[src/design/ast_pkg.sv]
`timescale 1ns / 1ps
// Package for the assembler source tokenizer: byte codes, scan modes,
// result kinds, the result record type and the output clamp helper.
// No dependencies.
package ast_pkg;

	// Default width of the line and position counters.
	localparam int COUNT_BITS_DEF = 16;

	// Depth of the result queue in front of the output port.
	localparam int QUEUE_DEPTH = 4;

	// Characters with a special meaning.
	localparam logic [7:0] CH_END       = 8'h00;
	localparam logic [7:0] CH_SEMICOLON = 8'h3B;
	localparam logic [7:0] CH_NEWLINE   = 8'h0A;
	localparam logic [7:0] CH_DQUOTE    = 8'h22;
	localparam logic [7:0] CH_APOS      = 8'h27;
	localparam logic [7:0] CH_BACKSLASH = 8'h5C;
	localparam logic [7:0] CH_SPACE     = 8'h20;
	localparam logic [7:0] CH_WS_LO     = 8'h09;
	localparam logic [7:0] CH_WS_HI     = 8'h0D;

	// Scan modes.
	localparam logic [2:0] MODE_BETWEEN = 3'd0;
	localparam logic [2:0] MODE_COMMENT = 3'd1;
	localparam logic [2:0] MODE_TOKEN   = 3'd2;
	localparam logic [2:0] MODE_LIT     = 3'd3;
	localparam logic [2:0] MODE_LIT_BS  = 3'd4;
	localparam logic [2:0] MODE_ENDED   = 3'd5;
	localparam logic [2:0] MODE_STOPPED = 3'd6;

	// Result kinds.
	localparam logic [1:0] KIND_TOKEN = 2'd0;
	localparam logic [1:0] KIND_END   = 2'd1;
	localparam logic [1:0] KIND_ERROR = 2'd2;

	// One result item as it waits in the queue.
	typedef struct packed {
		logic [1:0]  kind;
		logic [15:0] start_line;
		logic [15:0] start_offset;
		logic [15:0] token_length;
		logic        char_literal;
		logic        last_of_run;
	} result_t;

	// Clamp a counter value (zero-extended to 32 bits) to the 16-bit output range.
	function automatic logic [15:0] clamp16(input logic [31:0] v);
		clamp16 = (v > 32'h0000_FFFF) ? 16'hFFFF : v[15:0];
	endfunction

endpackage

[src/design/asm_source_tokenizer_top.sv]
`timescale 1ns / 1ps
// Top level of the assembler source tokenizer: input byte register, scan
// logic, and a small result queue in front of the output stream.
// Depends on ast_pkg.

// The tokenizer takes one source byte per cycle on the slave stream while
// the result queue has room, and reports each token's start line, start
// offset and length on the master stream, followed by an end marker when
// byte 0 arrives. A byte passes an input register and is scanned from there
// once the queue has room; its results are written to the result queue and
// offered on the master stream from the queue head. The scan logic writes into a
// four-entry result queue and takes a byte only while at least two entries
// are free; with the output side always ready this never stalls, so the
// sustained rate is one byte per cycle. An unterminated literal gives an
// error result, after which all bytes are taken and dropped until reset, as
// are all bytes after the end marker.
module asm_source_tokenizer_top
	import ast_pkg::*;
#(
	parameter int COUNT_BITS = COUNT_BITS_DEF
) (
	input  logic        clk,
	input  logic        arst_n,
	// Input stream.
	input  logic        s_axis_tvalid,
	output logic        s_axis_tready,
	input  logic [7:0]  s_axis_tdata,   // [7:0] text_byte
	// Result stream.
	output logic        m_axis_tvalid,
	input  logic        m_axis_tready,
	output logic [55:0] m_axis_tdata,   // [15:0] start_line, [31:16] start_offset,
	                                    // [47:32] token_length, [48] char_literal,
	                                    // [55:49] zero
	output logic [1:0]  m_axis_tuser,   // [1:0] kind
	output logic        m_axis_tlast    // last_of_run
);

	localparam int PTR_BITS = $clog2(QUEUE_DEPTH);
	localparam int CNT_BITS = $clog2(QUEUE_DEPTH + 1);
	localparam logic [COUNT_BITS-1:0] COUNT_MAX = {COUNT_BITS{1'b1}};
	localparam logic [CNT_BITS-1:0] FILL_LIMIT = CNT_BITS'(QUEUE_DEPTH - 2);

	// Input register.
	logic             valid_s1;
	logic [7:0]       byte_s1;

	// Scan state.
	logic [2:0]            mode_q;
	logic                  apos_q;
	logic [COUNT_BITS-1:0] line_q;
	logic [COUNT_BITS-1:0] pos_q;
	logic [COUNT_BITS-1:0] tok_off_q;
	logic [COUNT_BITS-1:0] tok_line_q;

	// Result queue.
	result_t               queue_q [QUEUE_DEPTH];
	logic [PTR_BITS-1:0]   wr_ptr_q;
	logic [PTR_BITS-1:0]   rd_ptr_q;
	logic [CNT_BITS-1:0]   count_q;

	// Next-state and result signals.
	logic                  advance;
	logic                  pop;
	logic [2:0]            mode_d;
	logic                  apos_d;
	logic [COUNT_BITS-1:0] line_d;
	logic [COUNT_BITS-1:0] tok_off_d;
	logic [COUNT_BITS-1:0] tok_line_d;
	logic [1:0]            n_res;
	result_t               res0;
	result_t               res1;

	// The scan step runs when the queue has room for two results.
	assign advance       = valid_s1 && (count_q <= FILL_LIMIT);
	assign s_axis_tready = !valid_s1 || advance;
	assign pop           = m_axis_tvalid && m_axis_tready;

	// Input register.
	always_ff @(posedge clk or negedge arst_n) begin
		if (!arst_n) begin
			valid_s1 <= 1'b0;
		end else if (s_axis_tready) begin
			valid_s1 <= s_axis_tvalid;
		end
	end

	always_ff @(posedge clk) begin
		if (s_axis_tready && s_axis_tvalid) begin
			byte_s1 <= s_axis_tdata;
		end
	end

	// Scan logic for the byte in the input register.
	always_comb begin
		logic                  is_ws;
		logic                  is_quote;
		logic [7:0]            quote_ch;
		logic                  lit_scan;
		logic [COUNT_BITS-1:0] line_inc;
		logic [COUNT_BITS-1:0] tok_len;
		result_t               tok_res;
		result_t               end_res;
		result_t               err_res;

		is_ws    = (byte_s1 == CH_SPACE) || (byte_s1 >= CH_WS_LO && byte_s1 <= CH_WS_HI);
		is_quote = (byte_s1 == CH_DQUOTE) || (byte_s1 == CH_APOS);
		quote_ch = apos_q ? CH_APOS : CH_DQUOTE;
		line_inc = (line_q == COUNT_MAX) ? line_q : line_q + 1'b1;
		tok_len  = pos_q - tok_off_q;

		tok_res.kind         = KIND_TOKEN;
		tok_res.start_line   = clamp16(32'(tok_line_q));
		tok_res.start_offset = clamp16(32'(tok_off_q));
		tok_res.token_length = clamp16(32'(tok_len));
		tok_res.char_literal = 1'b0;
		tok_res.last_of_run  = 1'b1;

		end_res.kind         = KIND_END;
		end_res.start_line   = clamp16(32'(line_q));
		end_res.start_offset = 16'd0;
		end_res.token_length = 16'd0;
		end_res.char_literal = 1'b0;
		end_res.last_of_run  = 1'b1;

		err_res.kind         = KIND_ERROR;
		err_res.start_line   = clamp16(32'(line_q));
		err_res.start_offset = clamp16(32'(tok_off_q));
		err_res.token_length = 16'd0;
		err_res.char_literal = apos_q;
		err_res.last_of_run  = 1'b1;

		mode_d     = mode_q;
		apos_d     = apos_q;
		line_d     = line_q;
		tok_off_d  = tok_off_q;
		tok_line_d = tok_line_q;
		n_res      = 2'd0;
		res0       = end_res;
		res1       = end_res;
		lit_scan   = 1'b0;

		unique case (mode_q)
			MODE_BETWEEN: begin
				if (byte_s1 == CH_END) begin
					n_res  = 2'd1;
					mode_d = MODE_ENDED;
				end else if (byte_s1 == CH_SEMICOLON) begin
					mode_d = MODE_COMMENT;
				end else if (is_ws) begin
					if (byte_s1 == CH_NEWLINE) begin
						line_d = line_inc;
					end
				end else begin
					tok_off_d  = pos_q;
					tok_line_d = line_q;
					if (is_quote) begin
						apos_d = (byte_s1 == CH_APOS);
						mode_d = MODE_LIT;
					end else begin
						mode_d = MODE_TOKEN;
					end
				end
			end
			MODE_COMMENT: begin
				if (byte_s1 == CH_END) begin
					n_res  = 2'd1;
					mode_d = MODE_ENDED;
				end else if (byte_s1 == CH_NEWLINE) begin
					line_d = line_inc;
					mode_d = MODE_BETWEEN;
				end
			end
			MODE_TOKEN: begin
				if (byte_s1 == CH_END || byte_s1 == CH_SEMICOLON || is_ws) begin
					res0  = tok_res;
					n_res = 2'd1;
					if (byte_s1 == CH_END) begin
						res0.last_of_run = 1'b0;
						n_res  = 2'd2;
						mode_d = MODE_ENDED;
					end else if (byte_s1 == CH_SEMICOLON) begin
						mode_d = MODE_COMMENT;
					end else begin
						if (byte_s1 == CH_NEWLINE) begin
							line_d = line_inc;
						end
						mode_d = MODE_BETWEEN;
					end
				end else if (is_quote) begin
					apos_d = (byte_s1 == CH_APOS);
					mode_d = MODE_LIT;
				end
			end
			MODE_LIT: begin
				lit_scan = 1'b1;
			end
			MODE_LIT_BS: begin
				// An escaped closing quote stays inside the literal.
				mode_d   = MODE_LIT;
				lit_scan = (byte_s1 != quote_ch);
			end
			default: begin
			end
		endcase

		// Ordinary byte inside a literal.
		if (lit_scan) begin
			if (byte_s1 == CH_END) begin
				res0   = err_res;
				n_res  = 2'd1;
				mode_d = MODE_STOPPED;
			end else if (byte_s1 == quote_ch) begin
				mode_d = MODE_TOKEN;
			end else if (byte_s1 == CH_BACKSLASH) begin
				mode_d = MODE_LIT_BS;
			end else if (byte_s1 == CH_NEWLINE) begin
				line_d = line_inc;
			end
		end
	end

	// Scan state registers.
	always_ff @(posedge clk or negedge arst_n) begin
		if (!arst_n) begin
			mode_q     <= MODE_BETWEEN;
			apos_q     <= 1'b0;
			line_q     <= COUNT_BITS'(1);
			pos_q      <= '0;
			tok_off_q  <= '0;
			tok_line_q <= COUNT_BITS'(1);
		end else if (advance) begin
			mode_q     <= mode_d;
			apos_q     <= apos_d;
			line_q     <= line_d;
			tok_off_q  <= tok_off_d;
			tok_line_q <= tok_line_d;
			if (mode_d != MODE_ENDED && mode_d != MODE_STOPPED && pos_q != COUNT_MAX) begin
				pos_q <= pos_q + 1'b1;
			end
		end
	end

	// Result queue pointers and fill count.
	always_ff @(posedge clk or negedge arst_n) begin
		if (!arst_n) begin
			wr_ptr_q <= '0;
			rd_ptr_q <= '0;
			count_q  <= '0;
		end else begin
			if (advance) begin
				wr_ptr_q <= wr_ptr_q + PTR_BITS'(n_res);
			end
			if (pop) begin
				rd_ptr_q <= rd_ptr_q + 1'b1;
			end
			count_q <= count_q + (advance ? CNT_BITS'(n_res) : '0) - CNT_BITS'(pop);
		end
	end

	// Result queue storage.
	always_ff @(posedge clk) begin
		if (advance && n_res != 2'd0) begin
			queue_q[wr_ptr_q] <= res0;
		end
		if (advance && n_res == 2'd2) begin
			queue_q[wr_ptr_q + 1'b1] <= res1;
		end
	end

	// Output stream from the head of the queue.
	assign m_axis_tvalid = (count_q != '0);
	assign m_axis_tuser  = queue_q[rd_ptr_q].kind;
	assign m_axis_tlast  = queue_q[rd_ptr_q].last_of_run;
	assign m_axis_tdata  = {7'd0,
	                        queue_q[rd_ptr_q].char_literal,
	                        queue_q[rd_ptr_q].token_length,
	                        queue_q[rd_ptr_q].start_offset,
	                        queue_q[rd_ptr_q].start_line};

endmodule

[config.mk]
export PLATFORM = sky130hd
export DESIGN_NAME = asm_source_tokenizer_top
export DESIGN_NICKNAME = d
export VERILOG_FILES = /design/src/design/ast_pkg.sv /design/src/design/asm_source_tokenizer_top.sv
export SDC_FILE = /design/constraint.sdc
export NUM_CORES = 1
export LEC_CHECK = 0
export BUFFER_PORTS_ARGS = -buffer_cell sky130_fd_sc_hd__buf_2
export CAP_MARGIN = 10
export CORE_MARGIN = 5
export CORE_UTILIZATION = 55
export DETAILED_ROUTE_END_ITERATION = 10
export HOLD_SLACK_MARGIN = 0.06
export PLACE_DENSITY = 0.73
export RECOVER_POWER = 25
export REMOVE_ABC_BUFFERS = 1
export SLEW_MARGIN = 20
export SYNTH_ARGS = -nofsm -noshare
export SYNTH_HDL_FRONTEND = slang
export SYNTH_SLANG_ARGS = --single-unit
[constraint.sdc]
create_clock -name clk -period 3.1 [get_ports clk]
set_input_delay 0 -clock clk [delete_from_list [all_inputs] [get_ports clk]]
set_output_delay 0 -clock clk [all_outputs]
set_load 0.1 [all_outputs]
==> key figures <==
Outcome
  – Outcome: finished, violations left
  – Failing checks: max-capacitance violations, max-slew violations

Global route
  – GR Overflow Total: 0
  – Total track usage: 22.9%
  – Initial antenna violation count: 0
  – Largest net degree at the start of global routing: 77
  – First-pass GRT wire length: 52,700 um
  – Vias in the first global route: 9,986

Finish
  – Final net count: 1,340
  – Layout Area Growth over Synthesis: 15.0%
  – Diode count: 0
  – Finished Core Util: 64.1%
  – Layout cell share with drive strength beyond 1: 19.5%

Logic synthesis
  – Mean post-synth cell area: 10.9 sq um
  – Syn. warnings: 0
  – Post-Synthesis Cells: 1,243
  – Ys flop type: dfxtp_1
  – Cell area after synthesis: 0.0135 sq mm
  – FFs w/ async S/R, synth: 26.0%
  – Sequential area share after synthesis: 51.4%
  – EDFF count, synth: 72
  – Netlist cell types: 72
  – Register bit count reported by yosys: 292

Drt
  – Detailed-router iteration count before antenna repair: 7
  – Iter 0 DRT Violations: 766
  – DRC: 0
  – Final wirelength: 32,300 um
  – Vias: 10,077
  – Avg WL per Cell: 19.6 um
  – Vias per cell: 6.09
  – Post-route ant nets: 0

CTS
  – Clk_lat worst skew: 0.57 ns
  – Maximum root-to-sink buffer count: 3
  – Root Driver: clkbuf_16
  – H-tree Lvls: 1
  – CTS Buf Count: 31
  – CTS tree: built
  – Clk sinks: 292
  – Post CTS Setup Buffer Count: 0
  – Clock-pin slew on the worst setup and hold paths: 0.06 ns

Timing
  – Crit share post-route: 93.7%
  – Relative slew margins: -35.5%
  – Final setup TNS: 0 ns
  – Skew final: 0.0111 ns
  – Final hold vios: 0
  – Max-slew violations: 77
  – Final setup viols: 0
  – RSZ-0062 raised after global routing: no
  – Hold slack: 0.142 ns
  – Clock period minus worst slack: 2.90 ns
  – FMAX: 0.344 GHz
  – Least-Margin Pin Slew: 2.03 ns

Min path
  – Hold Path Depth: 2
  – Hold path endpoint: byte_s1[4]$_DFFE_PP_
  – HP Start: s_axis_tdata[4]
  – Worst min-delay path class: input port to flip-flop

Setup path
  – Worst R2R Setup Slack: 0.20 ns
  – Sequence of cells on the critical path: buf_4 -> and4b_1 -> o211ai_1 -> a2111oi_4 -> a21oi_2 -> or3_2 -> buf_4 -> a32o_1
  – CP max-delay cell: or3_2
  – CP dominant cell by count: buf_4
  – CP endpoint kind: flip-flop
  – CP arrival: 3.36 ns
  – Worst r2r src: byte_s1[2]$_DFFE_PP_
  – Worst path required time: 3.56 ns
  – Crit Path Class: flip-flop to flip-flop
  – Largest stage delay on the critical path: 0.58 ns
  – RR Endpoint: queue_q[1][16]$_SDFFE_PP0N_
  – Worst Setup Start Kind: flip-flop
  – R2R cell count: 8
  – CP Max Fanout: 42

Die
  – Die span in y: 167 um
  – IO Pins: 73
  – Row count: 57
  – Die area: 0.0278 sq mm
  – Chip width: 167 um
  – Core Area: 0.0242 sq mm
  – Initial Util: 55.7%

Pwr
  – Leakage power: 5.96 nW
  – Peak supply drop: 716 uV
  – Cell area power density: 802 mW/mm^2

Placement
  – Gpl congestion: 0.901
  – Port buffer count: 65
  – Hpwl dp: 20,500 um

Job
  – Max Cap Viol: 1
[cells in the final DEF, fill, tap and decap left out, types with 23 or more instances in the layout]
master,Yosys,routed
a22o_1,64,64
xnor2_1,28,28
buf_2,9,48
clkbuf_16,0,32
mux2_2,23,23
edfxtp_1,72,72
dfrtp_1,74,72
dfxtp_1,144,144
buf_4,9,37
o21ai_1,69,69
nand2_1,84,84
o21ai_0,88,88
nand3_1,149,149
mux4_2,52,52
inv_1,32,32
nor2_1,30,29
[layout make-up]
class | instances | area, sq um
clock inverter | 6 | 72.6
clock buffer | 52 | 956
fill | 1882 | 8720
tap | 324 | 405
inverter | 33 | 124
sequential | 292 | 6950
multi-input combinational | 819 | 6060
timing repair buffer | 128 | 966
[critical path: cells and delay by family, from the launching register on]
kind	cells	cell delay (ns)
AOI/OAI and AO/OA	4	1.09
buffers and inverters	2	0.50
DFF	1	0.40
and+or+nand+nor	2	0.81
[sequential cells by signal, indices dropped and copies added (netlist names)]
name and cells:
line_q 16, mode_q 3, count_q 3, wr_ptr_q 2, tok_off_q 16, apos_q 1
valid_s1 1, pos_q 16, queue_q 208, byte_s1 8, tok_line_q 16, rd_ptr_q 2
[power breakdown]
part           internal [mW]  switching (mW)  total, mW
registers               4.14           0.399       4.53
logic                   1.39            2.86       4.25
clock network           2.18            1.49       3.67
total                   7.70            4.75       12.5
[timing repair]
| action | in CTS | in global routing |
|---|---|---|
| endpoints found under the hold margin | 93 | 0 |
| endpoints found under the setup margin | 0 | 29 |
| gates resized for setup | 0 | 4 |
| hold buffers | 11 | 0 |
[worst max-delay path by stage]
stage / start / to / slack, ns / cells past startpoint
2_1_floorplan: byte_s1[2]$_DFFE_PP_ / queue_q[1][0]$_SDFFE_PP1N_ / -1.21 / 7
3_3_place_gp: byte_s1[4]$_DFFE_PP_ / count_q[2]$_DFF_PN0_ / 0.13 / 11
3_5_place_dp: byte_s1[4]$_DFFE_PP_ / count_q[2]$_DFF_PN0_ / 0.05 / 11
4_1_cts: byte_s1[4]$_DFFE_PP_ / count_q[2]$_DFF_PN0_ / 0.04 / 11
5_1_grt: pos_q[0]$_DFFE_PN0P_ / queue_q[0][16]$_SDFFE_PP0N_ / 0.008 / 11
6_report: byte_s1[2]$_DFFE_PP_ / queue_q[1][16]$_SDFFE_PP0N_ / 0.20 / 8
[kinds of logic (layout without fill, tap and decap cells)]
| group | after synthesis | in the layout | share of synthesized area (%) |
|---|---|---|---|
| flops | 292 | 292 | 51.4 |
| xor+xnor | 41 | 41 | 2.66 |
| fa+ha+maj | 23 | 23 | 2.24 |
| other cells | 1 | 7 | 0.0278 |
| mux | 75 | 75 | 10.6 |
| buf+inv | 138 | 219 | 4.22 |
| compound gates | 317 | 317 | 15.6 |
| simple gates | 356 | 356 | 13.2 |
[metal layers]
metal  routed length, um  track usage, %
met4                 620            6.47
met2               15200            37.1
met5                   0               0
met3                2350            3.37
met1               14100            32.7
[synth_stat cells, types with 13 or more instances]
cell type	count	share of area (%)
nand2_1	84	2.3
clkbuf_1	74	2.1
mux4_2	52	8.7
nand3_1	149	5.5
edfxtp_1	72	16
dfxtp_1	144	21
o21ai_1	69	2.6
o21ai_0	88	3.3
a21oi_1	21	0.78
nor3_1	19	0.70
nor2_1	30	0.83
inv_1	32	0.89
xnor2_1	28	1.8
dfrtp_1	74	14
ha_1	21	1.9
a22o_1	64	4.1
xor2_1	13	0.84
mux2_2	23	1.9
[metrics by stage]
stage / std cells / total power [mW] / setup WS, ns / area (sq um)
floorplan: 1144 / 7.89 / -1.21 / 13100
global placement: 1585 / 8.82 / 0.129 / 14400
detailed placement: 1585 / 8.85 / 0.0520 / 14400
CTS: 1654 / 12.5 / 0.0436 / 15500
global route: 1654 / 13.0 / 0.00761 / 15500
finish: 1654 / 12.5 / 0.196 / 15500
No activity file was read; power rests on OpenSTA's default activity.
